## src/sv/dtk_pkg.sv

```systemverilog
package dtk_pkg;

    localparam int unsigned HOUR_W      = 7;
    localparam int unsigned MINUTE_W    = 7;
    localparam int unsigned DIGIT_W     = 4;
    localparam int unsigned REAL_HOUR_W = 5;
    localparam int unsigned REAL_MIN_W  = 6;
    localparam int unsigned MS_W        = 32;
    localparam int unsigned CFG_IDX_W   = 1;
    localparam int unsigned CFG_DATA_W  = 32;

    localparam logic [MINUTE_W-1:0] MINUTES_PER_HOUR = MINUTE_W'(60);
    localparam logic [HOUR_W-1:0]   HOURS_PER_DAY    = HOUR_W'(24);
    localparam logic [HOUR_W-1:0]   HOUR_ELEVEN      = HOUR_W'(11);
    localparam logic [HOUR_W-1:0]   HOUR_TWELVE      = HOUR_W'(12);
    localparam logic [HOUR_W-1:0]   HOUR_ONE         = HOUR_W'(1);
    localparam logic [HOUR_W-1:0]   HOUR_WRAP        = HOUR_W'(100);
    localparam logic [DIGIT_W-1:0]  DIGIT_MAX        = DIGIT_W'(9);
    localparam logic [DIGIT_W-1:0]  DIGIT_BASE       = DIGIT_W'(10);

    localparam logic            USE_24_HOUR_RESET = 1'b0;
    localparam logic [MS_W-1:0] TIMEOUT_RESET     = MS_W'(10000);

    typedef enum logic [1:0] {
        OP_SYNC     = 2'd0,
        OP_ADVANCE  = 2'd1,
        OP_SET      = 2'd2,
        OP_MAINTAIN = 2'd3
    } op_t;

    typedef enum logic [CFG_IDX_W-1:0] {
        REG_USE_24_HOUR = 1'd0,
        REG_TIMEOUT     = 1'd1
    } cfg_reg_t;

    typedef enum logic [2:0] {
        DIG_HOUR_TENS   = 3'd0,
        DIG_HOUR_ONES   = 3'd1,
        DIG_NONE        = 3'd2,
        DIG_MINUTE_TENS = 3'd3,
        DIG_MINUTE_ONES = 3'd4
    } digit_pos_t;

    typedef struct packed {
        logic [DIGIT_W-1:0] tens;
        logic [DIGIT_W-1:0] ones;
    } digits_t;

    typedef struct packed {
        logic [HOUR_W-1:0] hour;
        logic              pm;
    } shown_hour_t;

    // Split 0..99 into decimal digits: x*205 >> 11 equals x/10 over that range.
    function automatic digits_t split_digits(input logic [6:0] x);
        logic [14:0]        prod;
        logic [DIGIT_W-1:0] tens;
        logic [7:0]         back;
        digits_t            d;
        prod   = 15'(x) * 15'd205;
        tens   = prod[14:11];
        back   = 8'(tens) * 8'(DIGIT_BASE);
        d.tens = tens;
        d.ones = DIGIT_W'(8'(x) - back);
        return d;
    endfunction

    // Reduce 0..100 modulo 24.
    function automatic logic [HOUR_W-1:0] mod_day(input logic [HOUR_W-1:0] x);
        logic [HOUR_W-1:0] r;
        if (x >= HOUR_W'(96))
            r = x - HOUR_W'(96);
        else if (x >= HOUR_W'(72))
            r = x - HOUR_W'(72);
        else if (x >= HOUR_W'(48))
            r = x - HOUR_W'(48);
        else if (x >= HOURS_PER_DAY)
            r = x - HOURS_PER_DAY;
        else
            r = x;
        return r;
    endfunction

    // True hour as shown: unchanged in 24-hour mode, else 1..12.
    function automatic shown_hour_t format_hour(input logic [REAL_HOUR_W-1:0] h24,
                                                input logic use_24);
        logic [HOUR_W-1:0] h;
        logic [HOUR_W-1:0] r;
        shown_hour_t       s;
        h = HOUR_W'(h24);
        if (h >= HOURS_PER_DAY)
            r = h - HOURS_PER_DAY;
        else if (h >= HOUR_TWELVE)
            r = h - HOUR_TWELVE;
        else
            r = h;
        s.pm = (h >= HOUR_TWELVE);
        if (use_24)
            s.hour = h;
        else
            s.hour = (r == '0) ? HOUR_TWELVE : r;
        return s;
    endfunction

endpackage

```

## src/sv/dtk_if.sv

```systemverilog
interface dtk_item_if;
    logic        valid;
    logic        ready;
    logic [1:0]  op;
    logic [4:0]  real_hour;
    logic [5:0]  real_minute;
    logic [2:0]  digit_index;
    logic [3:0]  digit_value;
    logic        animation_idle;
    logic [31:0] now_ms;

    modport source (output valid, op, real_hour, real_minute, digit_index, digit_value,
                    animation_idle, now_ms, input ready);
    modport sink   (input valid, op, real_hour, real_minute, digit_index, digit_value,
                    animation_idle, now_ms, output ready);
endinterface

interface dtk_result_if;
    logic       valid;
    logic       ready;
    logic [6:0] shown_hour;
    logic [6:0] shown_minute;
    logic       shown_pm;
    logic       override_on;
    logic       time_match;
    logic [3:0] hour_tens;
    logic [3:0] hour_ones;
    logic [3:0] minute_tens;
    logic [3:0] minute_ones;

    modport source (output valid, shown_hour, shown_minute, shown_pm, override_on,
                    time_match, hour_tens, hour_ones, minute_tens, minute_ones,
                    input ready);
    modport sink   (input valid, shown_hour, shown_minute, shown_pm, override_on,
                    time_match, hour_tens, hour_ones, minute_tens, minute_ones,
                    output ready);
endinterface

```

## src/sv/displayed_time_keeper.sv

```systemverilog
// Displayed hour/minute/PM keeper for a clock face.
// Channel item (sink) carries one operation word: sync to a true time,
// advance one minute, set one digit, or maintain a manual override.
// Channel result (source) returns one word per item: the shown time and PM
// flag after the operation, the override flag, the match flag of a maintain
// operation and the four decimal digits of the shown time.
// The configuration port writes use_24_hour (index 0) and
// override_timeout_ms (index 1) on any edge with cfg_we high; write it only
// while no item is in flight.
// An accepted word is processed by the state update logic and its result
// is registered at the same edge. Throughput is one word per cycle while
// results are taken; the limit is the single feedback path through the time
// registers. The item channel stays ready while the result register is
// empty or being drained, so a stalled receiver holds one result and stops
// intake until it is taken.
// Reset clears the shown time, PM flag and override, selects 12-hour mode
// and a 10000 ms override timeout, and empties the result register.
module displayed_time_keeper
    import dtk_pkg::*;
(
    input  logic                  clk,
    input  logic                  rst_n,
    input  logic                  cfg_we,
    input  logic [CFG_IDX_W-1:0]  cfg_index,
    input  logic [CFG_DATA_W-1:0] cfg_data,
    dtk_item_if.sink              item,
    dtk_result_if.source          result
);

    logic              use_24_reg;
    logic [MS_W-1:0]   timeout_reg;

    logic [HOUR_W-1:0]   hour_reg,   hour_next;
    logic [MINUTE_W-1:0] minute_reg, minute_next;
    logic                pm_reg,     pm_next;
    logic                override_reg, override_next;
    logic [MS_W-1:0]     start_reg,  start_next;

    logic               out_valid_reg;
    logic [HOUR_W-1:0]   out_hour_reg;
    logic [MINUTE_W-1:0] out_minute_reg;
    logic                out_pm_reg;
    logic                out_override_reg;
    logic                out_match_reg;
    digits_t             out_hour_dig_reg;
    digits_t             out_minute_dig_reg;

    logic                accept;
    logic                match;
    logic                resume_ok;
    logic                expired;
    shown_hour_t         real_fmt;
    digits_t             cur_hour_dig;
    digits_t             cur_minute_dig;
    logic [DIGIT_W-1:0]  digit_sat;
    logic [MINUTE_W-1:0] minute_inc;
    logic [HOUR_W-1:0]   hour_inc;
    logic [MS_W-1:0]     elapsed;
    op_t                 op;

    assign item.ready = !out_valid_reg || result.ready;
    assign accept     = item.valid && item.ready;
    assign op         = op_t'(item.op);

    always_ff @(posedge clk or negedge rst_n)
    begin
        if (!rst_n)
        begin
            use_24_reg  <= USE_24_HOUR_RESET;
            timeout_reg <= TIMEOUT_RESET;
        end
        else if (cfg_we)
        begin
            unique case (cfg_reg_t'(cfg_index))
                REG_USE_24_HOUR: use_24_reg  <= cfg_data[0];
                REG_TIMEOUT:     timeout_reg <= MS_W'(cfg_data);
                default:         ;
            endcase
        end
    end

    assign real_fmt       = format_hour(item.real_hour, use_24_reg);
    assign cur_hour_dig   = split_digits(hour_reg);
    assign cur_minute_dig = split_digits(minute_reg);
    assign digit_sat      = (item.digit_value > DIGIT_MAX) ? DIGIT_MAX : item.digit_value;
    assign minute_inc     = minute_reg + MINUTE_W'(1);
    assign hour_inc       = hour_reg + HOUR_W'(1);
    assign elapsed        = item.now_ms - start_reg;
    assign match          = (hour_reg == real_fmt.hour)
                         && (minute_reg == MINUTE_W'(item.real_minute))
                         && (pm_reg == real_fmt.pm);
    assign resume_ok      = item.animation_idle && match;
    assign expired        = (elapsed > timeout_reg);

    always_comb
    begin
        hour_next     = hour_reg;
        minute_next   = minute_reg;
        pm_next       = pm_reg;
        override_next = override_reg;
        start_next    = start_reg;
        unique case (op)
            OP_SYNC:
            begin
                hour_next   = real_fmt.hour;
                minute_next = MINUTE_W'(item.real_minute);
                pm_next     = real_fmt.pm;
            end
            OP_ADVANCE:
            begin
                if (minute_inc < MINUTES_PER_HOUR)
                    minute_next = minute_inc;
                else
                begin
                    minute_next = '0;
                    if (use_24_reg)
                        hour_next = mod_day(hour_inc);
                    else if (hour_reg == HOUR_ELEVEN)
                    begin
                        hour_next = HOUR_TWELVE;
                        pm_next   = !pm_reg;
                    end
                    else if (hour_reg == HOUR_TWELVE)
                        hour_next = HOUR_ONE;
                    else if (hour_inc == HOUR_WRAP)
                        hour_next = '0;
                    else
                        hour_next = hour_inc;
                end
            end
            OP_SET:
            begin
                case (item.digit_index)
                    DIG_HOUR_TENS:
                        hour_next = HOUR_W'(8'(digit_sat) * 8'(DIGIT_BASE)
                                            + 8'(cur_hour_dig.ones));
                    DIG_HOUR_ONES:
                        hour_next = HOUR_W'(8'(cur_hour_dig.tens) * 8'(DIGIT_BASE)
                                            + 8'(digit_sat));
                    DIG_MINUTE_TENS:
                        minute_next = MINUTE_W'(8'(digit_sat) * 8'(DIGIT_BASE)
                                                + 8'(cur_minute_dig.ones));
                    DIG_MINUTE_ONES:
                        minute_next = MINUTE_W'(8'(cur_minute_dig.tens) * 8'(DIGIT_BASE)
                                                + 8'(digit_sat));
                    default: ;
                endcase
                // Flip PM when the edit turns 11 into 12 on a 12-hour face.
                if (!use_24_reg && hour_reg == HOUR_ELEVEN && hour_next == HOUR_TWELVE)
                    pm_next = !pm_reg;
                if (!override_reg)
                    start_next = item.now_ms;
                override_next = 1'b1;
            end
            OP_MAINTAIN:
            begin
                if (override_reg && (resume_ok || expired))
                begin
                    override_next = 1'b0;
                    // Resync only when the timeout ends the override.
                    if (!resume_ok)
                    begin
                        hour_next   = real_fmt.hour;
                        minute_next = MINUTE_W'(item.real_minute);
                        pm_next     = real_fmt.pm;
                    end
                end
            end
            default: ;
        endcase
    end

    always_ff @(posedge clk or negedge rst_n)
    begin
        if (!rst_n)
        begin
            hour_reg     <= '0;
            minute_reg   <= '0;
            pm_reg       <= 1'b0;
            override_reg <= 1'b0;
            start_reg    <= '0;
        end
        else if (accept)
        begin
            hour_reg     <= hour_next;
            minute_reg   <= minute_next;
            pm_reg       <= pm_next;
            override_reg <= override_next;
            start_reg    <= start_next;
        end
    end

    always_ff @(posedge clk or negedge rst_n)
    begin
        if (!rst_n)
            out_valid_reg <= 1'b0;
        else if (item.ready)
            out_valid_reg <= item.valid;
    end

    always_ff @(posedge clk)
    begin
        if (accept)
        begin
            out_hour_reg       <= hour_next;
            out_minute_reg     <= minute_next;
            out_pm_reg         <= pm_next;
            out_override_reg   <= override_next;
            out_match_reg      <= (op == OP_MAINTAIN) && match;
            out_hour_dig_reg   <= split_digits(hour_next);
            out_minute_dig_reg <= split_digits(minute_next);
        end
    end

    assign result.valid        = out_valid_reg;
    assign result.shown_hour   = out_hour_reg;
    assign result.shown_minute = out_minute_reg;
    assign result.shown_pm     = out_pm_reg;
    assign result.override_on  = out_override_reg;
    assign result.time_match   = out_match_reg;
    assign result.hour_tens    = out_hour_dig_reg.tens;
    assign result.hour_ones    = out_hour_dig_reg.ones;
    assign result.minute_tens  = out_minute_dig_reg.tens;
    assign result.minute_ones  = out_minute_dig_reg.ones;

endmodule

```

## src/flat_wrapper.sv

```systemverilog
// flat-port wrapper written by rule: the top's interface ports become plain ports
module displayed_time_keeper_flat import dtk_pkg::*;
  (clk, rst_n, cfg_we, cfg_index, cfg_data, item_valid, item_op, item_real_hour, item_real_minute, item_digit_index, item_digit_value, item_animation_idle, item_now_ms, item_ready, result_valid, result_shown_hour, result_shown_minute, result_shown_pm, result_override_on, result_time_match, result_hour_tens, result_hour_ones, result_minute_tens, result_minute_ones, result_ready);
  dtk_item_if item_i ();
  dtk_result_if result_i ();
  input  logic clk;
  input  logic rst_n;
  input  logic cfg_we;
  input  logic [CFG_IDX_W-1:0] cfg_index;
  input  logic [CFG_DATA_W-1:0] cfg_data;
  input wire logic [$bits(item_i.valid)-1:0] item_valid;
  input wire logic [$bits(item_i.op)-1:0] item_op;
  input wire logic [$bits(item_i.real_hour)-1:0] item_real_hour;
  input wire logic [$bits(item_i.real_minute)-1:0] item_real_minute;
  input wire logic [$bits(item_i.digit_index)-1:0] item_digit_index;
  input wire logic [$bits(item_i.digit_value)-1:0] item_digit_value;
  input wire logic [$bits(item_i.animation_idle)-1:0] item_animation_idle;
  input wire logic [$bits(item_i.now_ms)-1:0] item_now_ms;
  output wire logic [$bits(item_i.ready)-1:0] item_ready;
  output wire logic [$bits(result_i.valid)-1:0] result_valid;
  output wire logic [$bits(result_i.shown_hour)-1:0] result_shown_hour;
  output wire logic [$bits(result_i.shown_minute)-1:0] result_shown_minute;
  output wire logic [$bits(result_i.shown_pm)-1:0] result_shown_pm;
  output wire logic [$bits(result_i.override_on)-1:0] result_override_on;
  output wire logic [$bits(result_i.time_match)-1:0] result_time_match;
  output wire logic [$bits(result_i.hour_tens)-1:0] result_hour_tens;
  output wire logic [$bits(result_i.hour_ones)-1:0] result_hour_ones;
  output wire logic [$bits(result_i.minute_tens)-1:0] result_minute_tens;
  output wire logic [$bits(result_i.minute_ones)-1:0] result_minute_ones;
  input wire logic [$bits(result_i.ready)-1:0] result_ready;
  assign item_i.valid = item_valid;
  assign item_i.op = item_op;
  assign item_i.real_hour = item_real_hour;
  assign item_i.real_minute = item_real_minute;
  assign item_i.digit_index = item_digit_index;
  assign item_i.digit_value = item_digit_value;
  assign item_i.animation_idle = item_animation_idle;
  assign item_i.now_ms = item_now_ms;
  assign item_ready = item_i.ready;
  assign result_valid = result_i.valid;
  assign result_shown_hour = result_i.shown_hour;
  assign result_shown_minute = result_i.shown_minute;
  assign result_shown_pm = result_i.shown_pm;
  assign result_override_on = result_i.override_on;
  assign result_time_match = result_i.time_match;
  assign result_hour_tens = result_i.hour_tens;
  assign result_hour_ones = result_i.hour_ones;
  assign result_minute_tens = result_i.minute_tens;
  assign result_minute_ones = result_i.minute_ones;
  assign result_i.ready = result_ready;
  displayed_time_keeper u_core (.clk(clk), .rst_n(rst_n), .cfg_we(cfg_we), .cfg_index(cfg_index), .cfg_data(cfg_data), .item(item_i), .result(result_i));
endmodule
```

## config.mk

```make
export PLATFORM = sky130hd
export DESIGN_NAME = displayed_time_keeper_flat
export DESIGN_NICKNAME = d
export VERILOG_FILES = /design/src/sv/dtk_pkg.sv /design/src/sv/dtk_if.sv /design/src/sv/displayed_time_keeper.sv /design/src/flat_wrapper.sv
export SDC_FILE = /design/constraint.sdc
export NUM_CORES = 1
export LEC_CHECK = 0
export ABC_AREA = 1
export BUFFER_PORTS_ARGS = -buffer_cell sky130_fd_sc_hd__buf_2
export CORE_ASPECT_RATIO = 0.5
export CORE_MARGIN = 3
export CORE_UTILIZATION = 60
export DETAILED_ROUTE_END_ITERATION = 16
export PLACE_DENSITY = 0.87
export SLEW_MARGIN = 20
export SYNTH_ARGS = -nofsm -noshare
export SYNTH_HDL_FRONTEND = slang
export SYNTH_SLANG_ARGS = --single-unit
```

## constraint.sdc

```tcl
create_clock -name clk -period 26.3 [get_ports clk]
set_clock_uncertainty 0.2 [all_clocks]
set_input_delay 5.26 -clock clk [delete_from_list [all_inputs] [get_ports clk]]
set_output_delay 5.26 -clock clk [all_outputs]
set_load 0.05 [all_outputs]
```

==> impl_table.tex, run 1 <==
\begin{tabular}{lr}
\hline
Metric & Value \\
\hline
\multicolumn{2}{l}{\textbf{Run status}} \\
\quad Run status & finished clean \\
\multicolumn{2}{l}{\textbf{Setup path}} \\
\quad Critical path peak fanout & 19 \\
\quad Biggest cell delay along the critical path & just over 0.6 ns \\
\quad Type of origin of the critical path & input pin \\
\quad Data arrival time of the critical path & between 15 and 20 ns \\
\quad Setup crit end kind & register \\
\quad Crit Path Category & in2reg \\
\quad Cell type with the highest occurrence count on the critical path & sky130\_fd\_sc\_hd\_\_inv\_1 \\
\quad Worst-path cell with the longest stage delay & sky130\_fd\_sc\_hd\_\_a22oi\_1 \\
\quad Worst-case register-to-register setup slack & 15.29 ns \\
\quad Data required time of the worst path & between 20 and 30 ns \\
\multicolumn{2}{l}{\textbf{CTS}} \\
\quad Post-CTS Setup Repair Bufs & 0 \\
\quad Bufs on Longest Clock Path & 2 \\
\quad Sink count of the clock tree & approximately 110 \\
\quad Clock buffer count from CTS & 17 \\
\quad CTS HTree Levels & 4 \\
\quad Number of gates resized after cts & 0 \\
\quad Cts hold-fix bufs & 0 \\
\quad Clock root buffer master & sky130\_fd\_sc\_hd\_\_clkbuf\_16 \\
\quad TritonCTS clock tree & yes \\
\quad Worst-path clk slew & roughly 0.060 ns \\
\quad Worst-skew pair later-pin latency & 0.43 ns \\
\multicolumn{2}{l}{\textbf{Synthesis}} \\
\quad Post-synth net total & between 2000 and 2500 \\
\quad Average size of a mapped cell & $\sim$8 um2 \\
\quad Number of storage elements in the synthesis netlist & about 110 \\
\quad Post-synthesis instance total & about 1600 \\
\quad Post-Syn Area & approximately 0.013 mm2 \\
\quad Number of library cell types mapped by synthesis & just under 60 \\
\quad Main synth FF type & sky130\_fd\_sc\_hd\_\_dfrtp\_1 \\
\quad Share of synthesized flip-flops with an asynchronous set or reset & roughly 73\% \\
\quad EDFF count, synth & 31 \\
\quad Yosys warnings & 0 \\
\quad Sequential share of the synthesized area & about a quarter \\
\multicolumn{2}{l}{\textbf{Route}} \\
\quad Final wirelength & approximately 32000 um \\
\quad Final routed DRC violation total & 0 \\
\quad Post-detailed-route count of antenna-violating nets & 0 \\
\quad Via Count & approximately 12000 \\
\quad Number of design-rule violations left by the first detailed-router iteration & around 1300 \\
\quad Wire length per cell after detailed routing & 15.7 um \\
\quad 1st-pass router iterations & 6 \\
\quad Post-detailed-route via-to-cell ratio & approximately 5.7 \\
\multicolumn{2}{l}{\textbf{Global route}} \\
\quad First-pass GRT wire length & roughly 52000 um \\
\quad Congestion Overflow GR & 0 \\
\quad GRT Util Overall & approximately 28\% \\
\quad Antenna violations before repair & 0 \\
\quad Maximum number of pins on one net before global-route repair & 65 \\
\quad Number of global-route vias before repair & approximately 11000 \\
\multicolumn{2}{l}{\textbf{Timing}} \\
\quad Final-layout worst hold slack & 0.282 ns \\
\quad Relative slew margins & approximately 34\% \\
\quad Timing-limited maximum frequency & approximately 67 MHz \\
\quad Final setup fails & 0 \\
\quad Worst Max-Slew Pin Slew & 0.987 ns \\
\quad RSZ-0062 raised after global routing & false \\
\quad Hold Vio Cnt, Final & 0 \\
\quad Max Slew Vio Count & 0 \\
\quad Shortest clock period the worst path allows after layout & $\sim$15 ns \\
\quad Crit share post-route & a little under three fifths \\
\quad Final-layout setup total negative slack & 0 ns \\
\multicolumn{2}{l}{\textbf{Layout}} \\
\quad Non-filler instance count after layout & between 2000 and 2500 \\
\quad Final net count & roughly 2100 \\
\quad Commonest cells after routing, fill and taps aside & sky130\_fd\_sc\_hd\_\_inv\_1, sky130\_fd\_sc\_hd\_\_nand2\_1, sky130\_fd\_sc\_hd\_\_ha\_1 \\
\quad Area overhead of the layout relative to synthesis & 11.8\% \\
\quad Number of antenna diodes & 0 \\
\quad Leading cell type in the layout, fill and taps excluded & sky130\_fd\_sc\_hd\_\_inv\_1 \\
\quad Layout cells sized above 1 & 13.1\% \\
\multicolumn{2}{l}{\textbf{Floorplanning}} \\
\quad Chip Height & between 100 and 150 um \\
\quad Placeable core region & between 0.02 and 0.025 mm2 \\
\quad Ports placed on the boundary & between 100 and 150 \\
\quad Initial core utilization & 61.8\% \\
\quad Number of rows created at floorplan & 37 \\
\quad Die Wd & roughly 210 um \\
\quad Die Footprint & around 0.023 mm2 \\
\multicolumn{2}{l}{\textbf{Min path}} \\
\quad Class of the worst hold path & reg2reg \\
\multicolumn{2}{l}{\textbf{Placed design}} \\
\quad Post-DP HPWL & 24500 um \\
\quad Number of port buffers & around 130 \\
\quad Placer's final routability congestion estimate & around 0.97 \\
\quad Dpl cells & between 2000 and 2500 \\
\multicolumn{2}{l}{\textbf{Run}} \\
\quad Total of max-cap violations & 0 \\
\hline
\end{tabular}
==> worst paths after layout <==
kind | startpoint | endpoint | depth (start not counted)
worst max-delay path | item_now_ms[0] | u_core.result.minute_ones[3]$_DFFE_PP_ | 55
worst min-delay path | u_core.timeout_reg[8]$_DFFE_PN1P_ | u_core.timeout_reg[8]$_DFFE_PN1P_ | 2
worst max register to register | u_core.hour_reg[2]$_DFFE_PN0P_ | u_core.result.hour_ones[3]$_DFFE_PP_ | 53
worst min register to register | u_core.timeout_reg[8]$_DFFE_PN1P_ | u_core.timeout_reg[8]$_DFFE_PN1P_ | 2
max in group asynchronous | rst_n | u_core.hour_reg[3]$_DFFE_PN0P_ | 2
min in group asynchronous | rst_n | u_core.start_reg[19]$_DFFE_PN0P_ | 1
==> stage by stage <==
| step | setup WS, ns | util (%) | instance area [um2] |
|---|---|---|---|
| finish | 11.27 | 69.1 | 14400 |
| floorplan | 12.56 | - | 12900 |
| CTS | 11.47 | 69.1 | 14400 |
| global route | 10.51 | 69.1 | 14400 |
| detailed placement | 11.33 | 66.1 | 13700 |
| global placement | 11.74 | 66.1 | 13700 |
==> routing by layer <==
metal | share of wire (%) | vias up | global-route usage, %
met3 | 6.9 | 99 | 4.99
met4 | 3.1 | 0 | 11.8
met5 | 0 | - | 0
met1 | 43 | 5331 | 35.4
met2 | 47 | 496 | 47.3
li1 | - | 5630 | -
==> synthesized netlist by cell type (all sizes together), types with 3 or more instances <==
master | instances | area (um2)
clkbuf | 21 | 78.8
xor2 | 43 | 377
buf | 4 | 25.0
clkinv | 3 | 11.3
ha | 244 | 3050
or2 | 11 | 68.8
inv | 300 | 1130
a31oi | 7 | 50.1
nand2 | 267 | 1070
nand4 | 13 | 81.3
o221ai | 6 | 52.6
nor4 | 3 | 18.8
nor2 | 135 | 519
a21boi | 10 | 90.1
edfxtp | 31 | 931
a21o | 4 | 30.0
o21bai | 8 | 78.8
fa | 43 | 861
dfrtp | 77 | 1930
o2111ai | 6 | 52.6
nand3 | 66 | 368
xnor2 | 28 | 245
a21oi | 154 | 782
o21ai | 92 | 468
nor3 | 16 | 95.1
a211oi | 6 | 45.0
o211ai | 9 | 67.6
dfstp | 5 | 131
==> cell families (layout without fill, tap and decap cells) <==
| logic type | count (synthesis) | after routing | synth area share (%) |
|---|---|---|---|
| and+or+nand+nor | 514 | 514 | 17.4 |
| buffers and inverters | 328 | 463 | 9.67 |
| AOI/OAI and AO/OA | 316 | 316 | 14.3 |
| adders and majority gates | 287 | 287 | 30.4 |
| DFF | 113 | 113 | 23.3 |
| xor gates and xnor gates | 71 | 71 | 4.84 |
| muxes | 1 | 1 | 0.0876 |
==> final cells by class <==
class / instances / area, um2
clock inverter: 11 / 120
fill: 1612 / 6420
multi-input combinational: 1189 / 8630
sequential: 113 / 2990
inverter: 303 / 1140
timing repair buffer: 128 / 651
tap: 273 / 342
clock buffer: 21 / 493
==> critical path, delay by kind of cell <==
family                     cells  cell delay, ns
adders and majority gates      9            3.15
AOI/OAI and AO/OA             17            3.80
and+or+nand+nor               14            1.47
buffers and inverters         12            0.80
xor gates and xnor gates       3            0.51
Power of run 1 is left out: the tool's default activity adds up to more than one toggle a clock period on the data nets, which glitch-free logic cannot reach.
==> run 2, diff against run 1 <==
--- a/config.mk
+++ b/config.mk
@@ -9,9 +9,9 @@
 export BUFFER_PORTS_ARGS = -buffer_cell sky130_fd_sc_hd__buf_2
 export CORE_ASPECT_RATIO = 0.5
 export CORE_MARGIN = 3
-export CORE_UTILIZATION = 60
+export CORE_UTILIZATION = 56
 export DETAILED_ROUTE_END_ITERATION = 16
-export PLACE_DENSITY = 0.87
+export PLACE_DENSITY = 0.85
 export SLEW_MARGIN = 20
 export SYNTH_ARGS = -nofsm -noshare
 export SYNTH_HDL_FRONTEND = slang
==> constraint.sdc (replaced) <==
create_clock -name clk -period 13.2 [get_ports clk]
set_clock_uncertainty 0.2 [all_clocks]
set_input_delay 2.64 -clock clk [delete_from_list [all_inputs] [get_ports clk]]
set_output_delay 2.64 -clock clk [all_outputs]
set_load 0.05 [all_outputs]
==> run 2 against run 1 <==
Compared with the run above: via count is 1.4% lower; routed wire length is 3.0% lower; sequential share of layout area is 0.060 points lower; cell area is 0.29% higher; worst setup slack worse by 10 ns; core utilization is 3.9 points lower; sequential cell count stayed put; non-clock buffer count is 3 higher; critical path depth stayed put; highest routed layer unchanged.
==> impl_table.tex, run 2 (synthesized netlist as in run 1, its figures left out) <==
\begin{tabular}{lr}
\hline
Metric & Value \\
\hline
\multicolumn{2}{l}{\textbf{Run status}} \\
\quad Run status & finished clean \\
\multicolumn{2}{l}{\textbf{Timing}} \\
\quad Relative slew margins & 40.8\% (+6.9 points) \\
\quad RSZ-0062 raised after global routing & false \\
\quad Final setup fails & 0 (unchanged) \\
\quad Shortest clock period the worst path allows after layout & 12.20 ns \\
\quad Timing-limited maximum frequency & between 80 and 90 MHz \\
\quad Worst Max-Slew Pin Slew & 0.878 ns (-0.109 ns) \\
\quad Max Slew Vio Count & 0 (unchanged) \\
\quad Final-layout setup total negative slack & 0 ns (unchanged) \\
\quad Crit share post-route & 92.4\% \\
\quad Hold Vio Cnt, Final & 0 (unchanged) \\
\multicolumn{2}{l}{\textbf{Floorplanning}} \\
\quad Placeable core region & 0.0221 mm2 (+6.4\%) \\
\quad Initial core utilization & 58.1\% (-3.7 points) \\
\quad Chip Height & 113 um (+3.3\%) \\
\quad Die Footprint & 0.0249 mm2 (+6.8\%) \\
\quad Die Wd & 220 um (+3.4\%) \\
\quad Number of rows created at floorplan & 38 (+2.7\%) \\
\quad Ports placed on the boundary & 126 (unchanged) \\
\multicolumn{2}{l}{\textbf{Route}} \\
\quad Final routed DRC violation total & 0 (unchanged) \\
\quad Final wirelength & 31000 um (-3.0\%) \\
\quad Post-detailed-route count of antenna-violating nets & 0 (unchanged) \\
\quad Via Count & 11400 (-1.4\%) \\
\quad 1st-pass router iterations & 6 (unchanged) \\
\quad Number of design-rule violations left by the first detailed-router iteration & 944 (-27\%) \\
\quad Wire length per cell after detailed routing & 15.0 um (-4.4\%) \\
\quad Post-detailed-route via-to-cell ratio & 5.51 (-2.8\%) \\
\multicolumn{2}{l}{\textbf{Setup path}} \\
\quad Crit Path Category & in2reg \\
\quad Worst-path cell with the longest stage delay & sky130\_fd\_sc\_hd\_\_a21oi\_1 \\
\quad Critical path peak fanout & 19 (unchanged) \\
\quad Cell type with the highest occurrence count on the critical path & sky130\_fd\_sc\_hd\_\_nand2\_1 \\
\quad Type of origin of the critical path & input pin \\
\quad Setup crit end kind & register \\
\quad Biggest cell delay along the critical path & 0.60 ns (-0.02 ns) \\
\quad Data arrival time of the critical path & 12.17 ns (-2.85 ns) \\
\quad Data required time of the worst path & 13.17 ns (-13.12 ns) \\
\multicolumn{2}{l}{\textbf{CTS}} \\
\quad Clock buffer count from CTS & 17 (unchanged) \\
\quad Bufs on Longest Clock Path & 2 (unchanged) \\
\quad Post-CTS Setup Repair Bufs & 0 (unchanged) \\
\quad TritonCTS clock tree & yes \\
\quad CTS HTree Levels & 4 (unchanged) \\
\quad Worst-path clk slew & 0.05 ns (about the same) \\
\quad Number of gates resized after cts & 0 (unchanged) \\
\quad Sink count of the clock tree & 113 (unchanged) \\
\quad Cts hold-fix bufs & 0 (unchanged) \\
\quad Clock root buffer master & sky130\_fd\_sc\_hd\_\_clkbuf\_16 \\
\quad Worst-skew pair later-pin latency & 0.42 ns (about the same) \\
\multicolumn{2}{l}{\textbf{Placed design}} \\
\quad Placer's final routability congestion estimate & 0.964 (-0.12\%) \\
\quad Post-DP HPWL & 24300 um (-0.63\%) \\
\quad Number of port buffers & 125 (unchanged) \\
\multicolumn{2}{l}{\textbf{Global route}} \\
\quad GRT Util Overall & 25.4\% (-2.4 points) \\
\quad Number of global-route vias before repair & 11100 (-1.7\%) \\
\quad First-pass GRT wire length & 51700 um (-1.3\%) \\
\quad Congestion Overflow GR & 0 (unchanged) \\
\quad Antenna violations before repair & 0 (unchanged) \\
\quad Maximum number of pins on one net before global-route repair & 65 (unchanged) \\
\multicolumn{2}{l}{\textbf{Run}} \\
\quad Total of max-cap violations & 0 (unchanged) \\
\multicolumn{2}{l}{\textbf{Layout}} \\
\quad Commonest cells after routing, fill and taps aside & sky130\_fd\_sc\_hd\_\_inv\_1, sky130\_fd\_sc\_hd\_\_nand2\_1, sky130\_fd\_sc\_hd\_\_ha\_1 \\
\quad Final core occ & 65.2\% (-3.9 points) \\
\quad Layout cells sized above 1 & 13.3\% (+0.15 points) \\
\quad Number of antenna diodes & 0 (unchanged) \\
\quad Area overhead of the layout relative to synthesis & 12.1\% \\
\quad Leading cell type in the layout, fill and taps excluded & sky130\_fd\_sc\_hd\_\_inv\_1 \\
\quad Final net count & 2133 (+0.14\%) \\
\quad Total of fill cells in the finished design & 1814 (+13\%) \\
\multicolumn{2}{l}{\textbf{Min path}} \\
\quad Class of the worst hold path & reg2reg \\
\hline
\end{tabular}
run 2: cell types whose count changed in the layout (fill, tap and decap cells not counted), moves of 2 or more:
| cell | before | now |
|---|---|---|
| sky130_fd_sc_hd__buf_4 | 4 | 7 |
| sky130_fd_sc_hd__clkinv_2 | 2 | 4 |
| sky130_fd_sc_hd__inv_4 | 4 | 1 |
| sky130_fd_sc_hd__clkbuf_8 | 1 | 4 |
run 2: final timing paths:
| check | cells past startpoint | endpoint | from | slack (ns) |
|---|---|---|---|---|
| max | 55 | u_core.result.hour_ones[3]$_DFFE_PP_ | item_now_ms[0] | 1.00 |
| min | 2 | u_core.timeout_reg[8]$_DFFE_PN1P_ | u_core.timeout_reg[8]$_DFFE_PN1P_ | 0.30 |
| max reg2reg | 51 | u_core.result.hour_ones[3]$_DFFE_PP_ | u_core.hour_reg[2]$_DFFE_PN0P_ | 2.20 |
| min reg2reg | 2 | u_core.timeout_reg[8]$_DFFE_PN1P_ | u_core.timeout_reg[8]$_DFFE_PN1P_ | 0.30 |
| max in group asynchronous | 2 | u_core.hour_reg[1]$_DFFE_PN0P_ | rst_n | 9.80 |
| min in group asynchronous | 1 | u_core.timeout_reg[18]$_DFFE_PN0P_ | rst_n | 1.91 |
run 2: critical path, delay by kind of cell:
family	cells	cell delay, ns
AOI/OAI and AO/OA	16	3.43
adders and majority gates	9	3.23
and+or+nand+nor	17	1.73
buffers and inverters	11	0.82
xor gates and xnor gates	2	0.33
run 2: cell type report:
type / instances / area (um2) / area share, %
clock inverters: 8 / 72.6 / 0.504
well taps: 300 / 375 / 2.61
flip-flops and latches: 113 / 2990 / 20.7
repair buffers: 131 / 673 / 4.67
clock buffers: 23 / 531 / 3.68
multi-input cells: 1189 / 8630 / 59.9
inverters: 303 / 1140 / 7.91
run 2: through the flow:
| stage | setup WS (ns) | area, um2 | instances | hold WS [ns] |
|---|---|---|---|---|
| 3_5_place_dp | 0.872 | 13800 | 2036 | 0.288 |
| 6_report | 1.00 | 14400 | 2067 | 0.302 |
| 4_1_cts | 1.12 | 14400 | 2067 | 0.295 |
| 2_1_floorplan | 2.08 | 12900 | 1630 | 0.257 |
| 3_3_place_gp | 1.22 | 13800 | 2036 | 0.270 |
| 5_1_grt | 0.167 | 14400 | 2067 | 0.320 |
run 2: routing by layer:
| layer | part of all wire, % | GRT usage, % |
|---|---|---|
| met2 | 46 | 43.3 |
| met5 | 0 | 0 |
| met3 | 7.0 | 3.97 |
| met1 | 44 | 33.2 |
| met4 | 2.6 | 8.44 |
Power of run 2 is left out for the same reason.
==> run 3, diff against run 2 <==
--- a/config.mk
+++ b/config.mk
@@ -6,11 +6,11 @@
 export NUM_CORES = 1
 export LEC_CHECK = 0
 export ABC_AREA = 1
-export BUFFER_PORTS_ARGS = -buffer_cell sky130_fd_sc_hd__buf_2
 export CORE_ASPECT_RATIO = 0.5
 export CORE_MARGIN = 3
-export CORE_UTILIZATION = 56
+export CORE_UTILIZATION = 60
 export DETAILED_ROUTE_END_ITERATION = 16
+export DONT_BUFFER_PORTS = 1
 export PLACE_DENSITY = 0.85
 export SLEW_MARGIN = 20
 export SYNTH_ARGS = -nofsm -noshare
==> run 3 against run 2 <==
Compared with the run above: worst setup slack gained 0.23 ns; first-iteration DRC count up 1.5%; largest cell class unchanged; routed wire length is 0.64% lower; critical path type unchanged; hold slack got worse by 0.018 ns; highest routed layer unchanged; clock-buffer cell count down 1; sequential cell count is the same.
==> impl_table.tex, run 3 (synthesized netlist as in run 1, its figures left out) <==
\begin{tabular}{lr}
\hline
Metric & Value \\
\hline
\multicolumn{2}{l}{\textbf{CTS}} \\
\quad Clock root buffer master & sky130\_fd\_sc\_hd\_\_clkbuf\_16 \\
\quad Worst-path clk slew & 0.05 ns (about the same) \\
\quad Post-CTS Setup Repair Bufs & 0 (unchanged) \\
\quad Cts hold-fix bufs & 0 (unchanged) \\
\quad TritonCTS clock tree & yes \\
\quad Worst-skew pair later-pin latency & 0.43 ns (about the same) \\
\quad CTS HTree Levels & 4 (unchanged) \\
\quad Bufs on Longest Clock Path & 2 (unchanged) \\
\quad Clock buffer count from CTS & 17 (unchanged) \\
\quad Number of gates resized after cts & 0 (unchanged) \\
\quad Sink count of the clock tree & 113 (unchanged) \\
\multicolumn{2}{l}{\textbf{Setup path}} \\
\quad Data arrival time of the critical path & 11.95 ns (-0.22 ns) \\
\quad Data required time of the worst path & 13.18 ns (about the same) \\
\quad Worst-case register-to-register setup slack & 2.05 ns (-0.15 ns) \\
\quad Worst-path cell with the longest stage delay & sky130\_fd\_sc\_hd\_\_o2111ai\_1 \\
\quad Critical path peak fanout & 19 (unchanged) \\
\quad Cell family with the largest share of critical-path delay & compound AO/OA/AOI/OAI gates \\
\quad Setup crit end kind & register \\
\quad Cell type with the highest occurrence count on the critical path & sky130\_fd\_sc\_hd\_\_nand2\_1 \\
\quad Type of origin of the critical path & input pin \\
\quad Crit Reg-Reg Startpoint & u\_core.hour\_reg[2]\$\_DFFE\_PN0P\_ \\
\quad Critical path buffers and inverters & 10 (-1) \\
\quad Crit Path Category & in2reg \\
\quad Number of cells on the worst reg-to-reg path & 53 (+3.9\%) \\
\quad Biggest cell delay along the critical path & 0.65 ns (+0.05 ns) \\
\quad Endpoint of the most critical register-to-register path & u\_core.result.hour\_ones[3]\$\_DFFE\_PP\_ \\
\multicolumn{2}{l}{\textbf{Route}} \\
\quad Via Count & 11000 (-3.8\%) \\
\quad Final routed DRC violation total & 0 (unchanged) \\
\quad Post-detailed-route via-to-cell ratio & 5.73 (+3.8\%) \\
\quad 1st-pass router iterations & 10 (+4) \\
\quad Number of design-rule violations left by the first detailed-router iteration & 958 (+1.5\%) \\
\quad Final wirelength & 30800 um (-0.64\%) \\
\quad Post-detailed-route count of antenna-violating nets & 0 (unchanged) \\
\quad Wire length per cell after detailed routing & 16.1 um (+7.2\%) \\
\multicolumn{2}{l}{\textbf{Global route}} \\
\quad GRT Util Overall & 26.6\% (+1.2 points) \\
\quad Met3 demand-to-capacity share in global routing & 5.79\% (+1.8 points) \\
\quad Congestion Overflow GR & 0 (unchanged) \\
\quad Met2 GRT Util & 45.8\% (+2.5 points) \\
\quad Maximum number of pins on one net before global-route repair & 83 (+28\%) \\
\quad Met1 routing resource usage after global routing & 33.6\% (+0.41 points) \\
\quad Antenna violations before repair & 0 (unchanged) \\
\quad First-pass GRT wire length & 49800 um (-3.6\%) \\
\quad Number of global-route vias before repair & 10600 (-4.4\%) \\
\quad Busiest grt layer & met2 \\
\multicolumn{2}{l}{\textbf{Layout}} \\
\quad Commonest cells after routing, fill and taps aside & sky130\_fd\_sc\_hd\_\_inv\_1, sky130\_fd\_sc\_hd\_\_nand2\_1, sky130\_fd\_sc\_hd\_\_ha\_1 \\
\quad Leading cell type in the layout, fill and taps excluded & sky130\_fd\_sc\_hd\_\_inv\_1 \\
\quad Area overhead of the layout relative to synthesis & 6.99\% \\
\quad Layout cells sized above 1 & 6.64\% (-6.7 points) \\
\quad Final core occ & 66.2\% (+1.0 points) \\
\quad Post-route cell area & 0.0138 mm2 (-4.5\%) \\
\quad Total of fill cells in the finished design & 1662 (-8.4\%) \\
\quad Final net count & 2007 (-5.9\%) \\
\quad Number of antenna diodes & 0 (unchanged) \\
\multicolumn{2}{l}{\textbf{Min path}} \\
\quad Worst-case hold path end point & u\_core.timeout\_reg[9]\$\_DFFE\_PN1P\_ \\
\quad Origin of the worst min-delay path & u\_core.timeout\_reg[9]\$\_DFFE\_PN1P\_ \\
\quad Hold depth & 2 (unchanged) \\
\quad Class of the worst hold path & reg2reg \\
\multicolumn{2}{l}{\textbf{Placed design}} \\
\quad Placer's final routability congestion estimate & 0.977 (+1.3\%) \\
\quad Dpl ws & 0.951 ns (+0.0785 ns) \\
\quad Post-DP HPWL & 23900 um (-1.8\%) \\
\quad Number of port buffers & 0 (-100\%) \\
\quad DP Area & 0.0131 mm2 (-4.8\%) \\
\multicolumn{2}{l}{\textbf{Floorplanning}} \\
\quad Initial core utilization & 61.8\% (+3.7 points) \\
\quad Die Footprint & 0.0233 mm2 (-6.4\%) \\
\quad Placeable core region & 0.0208 mm2 (-6.0\%) \\
\quad Chip Height & 110 um (-3.2\%) \\
\quad Number of rows created at floorplan & 37 (-2.6\%) \\
\quad Ports placed on the boundary & 126 (unchanged) \\
\quad Die Wd & 213 um (-3.3\%) \\
\multicolumn{2}{l}{\textbf{Timing}} \\
\quad Timing-limited maximum frequency & 83.5 MHz (+1.9\%) \\
\quad Relative slew margins & 34.9\% (-5.9 points) \\
\quad Final-layout setup total negative slack & 0 ns (unchanged) \\
\quad Worst Max-Slew Pin Slew & 0.973 ns (+0.0945 ns) \\
\quad Final critical-path setup slack & 1.23 ns (+0.229 ns) \\
\quad Max Slew Vio Count & 0 (unchanged) \\
\quad Crit share post-route & 90.7\% (-1.7 points) \\
\quad RSZ-0062 raised after global routing & false \\
\quad Hold Vio Cnt, Final & 0 (unchanged) \\
\quad Shortest clock period the worst path allows after layout & 11.97 ns (-0.229 ns) \\
\quad Final setup fails & 0 (unchanged) \\
\multicolumn{2}{l}{\textbf{Run}} \\
\quad Total of max-cap violations & 0 (unchanged) \\
\multicolumn{2}{l}{\textbf{Run status}} \\
\quad Run status & finished clean \\
\hline
\end{tabular}
[run 3: cell count changes in the layout (fill, tap and decap cells not counted), moves of 2 or more]
cell | before | now
sky130_fd_sc_hd__buf_2 | 124 | 0
sky130_fd_sc_hd__clkinv_2 | 4 | 1
sky130_fd_sc_hd__buf_4 | 7 | 5
sky130_fd_sc_hd__clkinv_4 | 0 | 3
sky130_fd_sc_hd__inv_6 | 0 | 2
sky130_fd_sc_hd__clkinvlp_4 | 3 | 1
[run 3: area by class of cell]
cell class,instances,area (um2),area share (%)
clock buffer,22,495,3.60
timing repair buffer,5,37.5,0.273
tap,273,342,2.48
sequential,113,2990,21.7
multi-input combinational,1189,8630,62.7
clock inverter,10,123,0.891
inverter,303,1140,8.29
[run 3: worst max path at each step]
stage                               from                                     end  slack (ns)  cells past startpoint
final                     item_now_ms[0]    u_core.result.hour_ones[3]$_DFFE_PP_        1.23                     54
after global routing      item_now_ms[2]    u_core.result.hour_ones[3]$_DFFE_PP_        0.48                     52
after CTS                 item_now_ms[0]    u_core.result.hour_ones[3]$_DFFE_PP_        1.34                     54
after detailed placement  item_now_ms[0]    u_core.result.hour_ones[3]$_DFFE_PP_        0.95                     54
after global placement    item_now_ms[0]  u_core.result.minute_ones[3]$_DFFE_PP_        1.33                     53
after floorplan           item_now_ms[0]  u_core.result.minute_ones[3]$_DFFE_PP_        2.08                     56
[run 3: per-stage QoR]
stage	instances	hold slack, ns
finish	1915	0.283
global placement	1883	0.270
global route	1915	0.316
floorplan	1630	0.257
detailed placement	1883	0.277
CTS	1915	0.284
[run 3: tightest hold or removal path: stages (launching register included)]
cell and delay, ns:
sky130_fd_sc_hd__dfstp_2 0.36, sky130_fd_sc_hd__inv_1 0.06, sky130_fd_sc_hd__a21oi_1 0.06
[run 3: routing by layer]
layer  routed length, um  vias to the layer above
li1                    -                     5377
met1               13200                     5078
met2               14400                      435
met3                2400                       74
met4                 799                        0
met5                   0                        -
Power of run 3 is left out for the same reason.
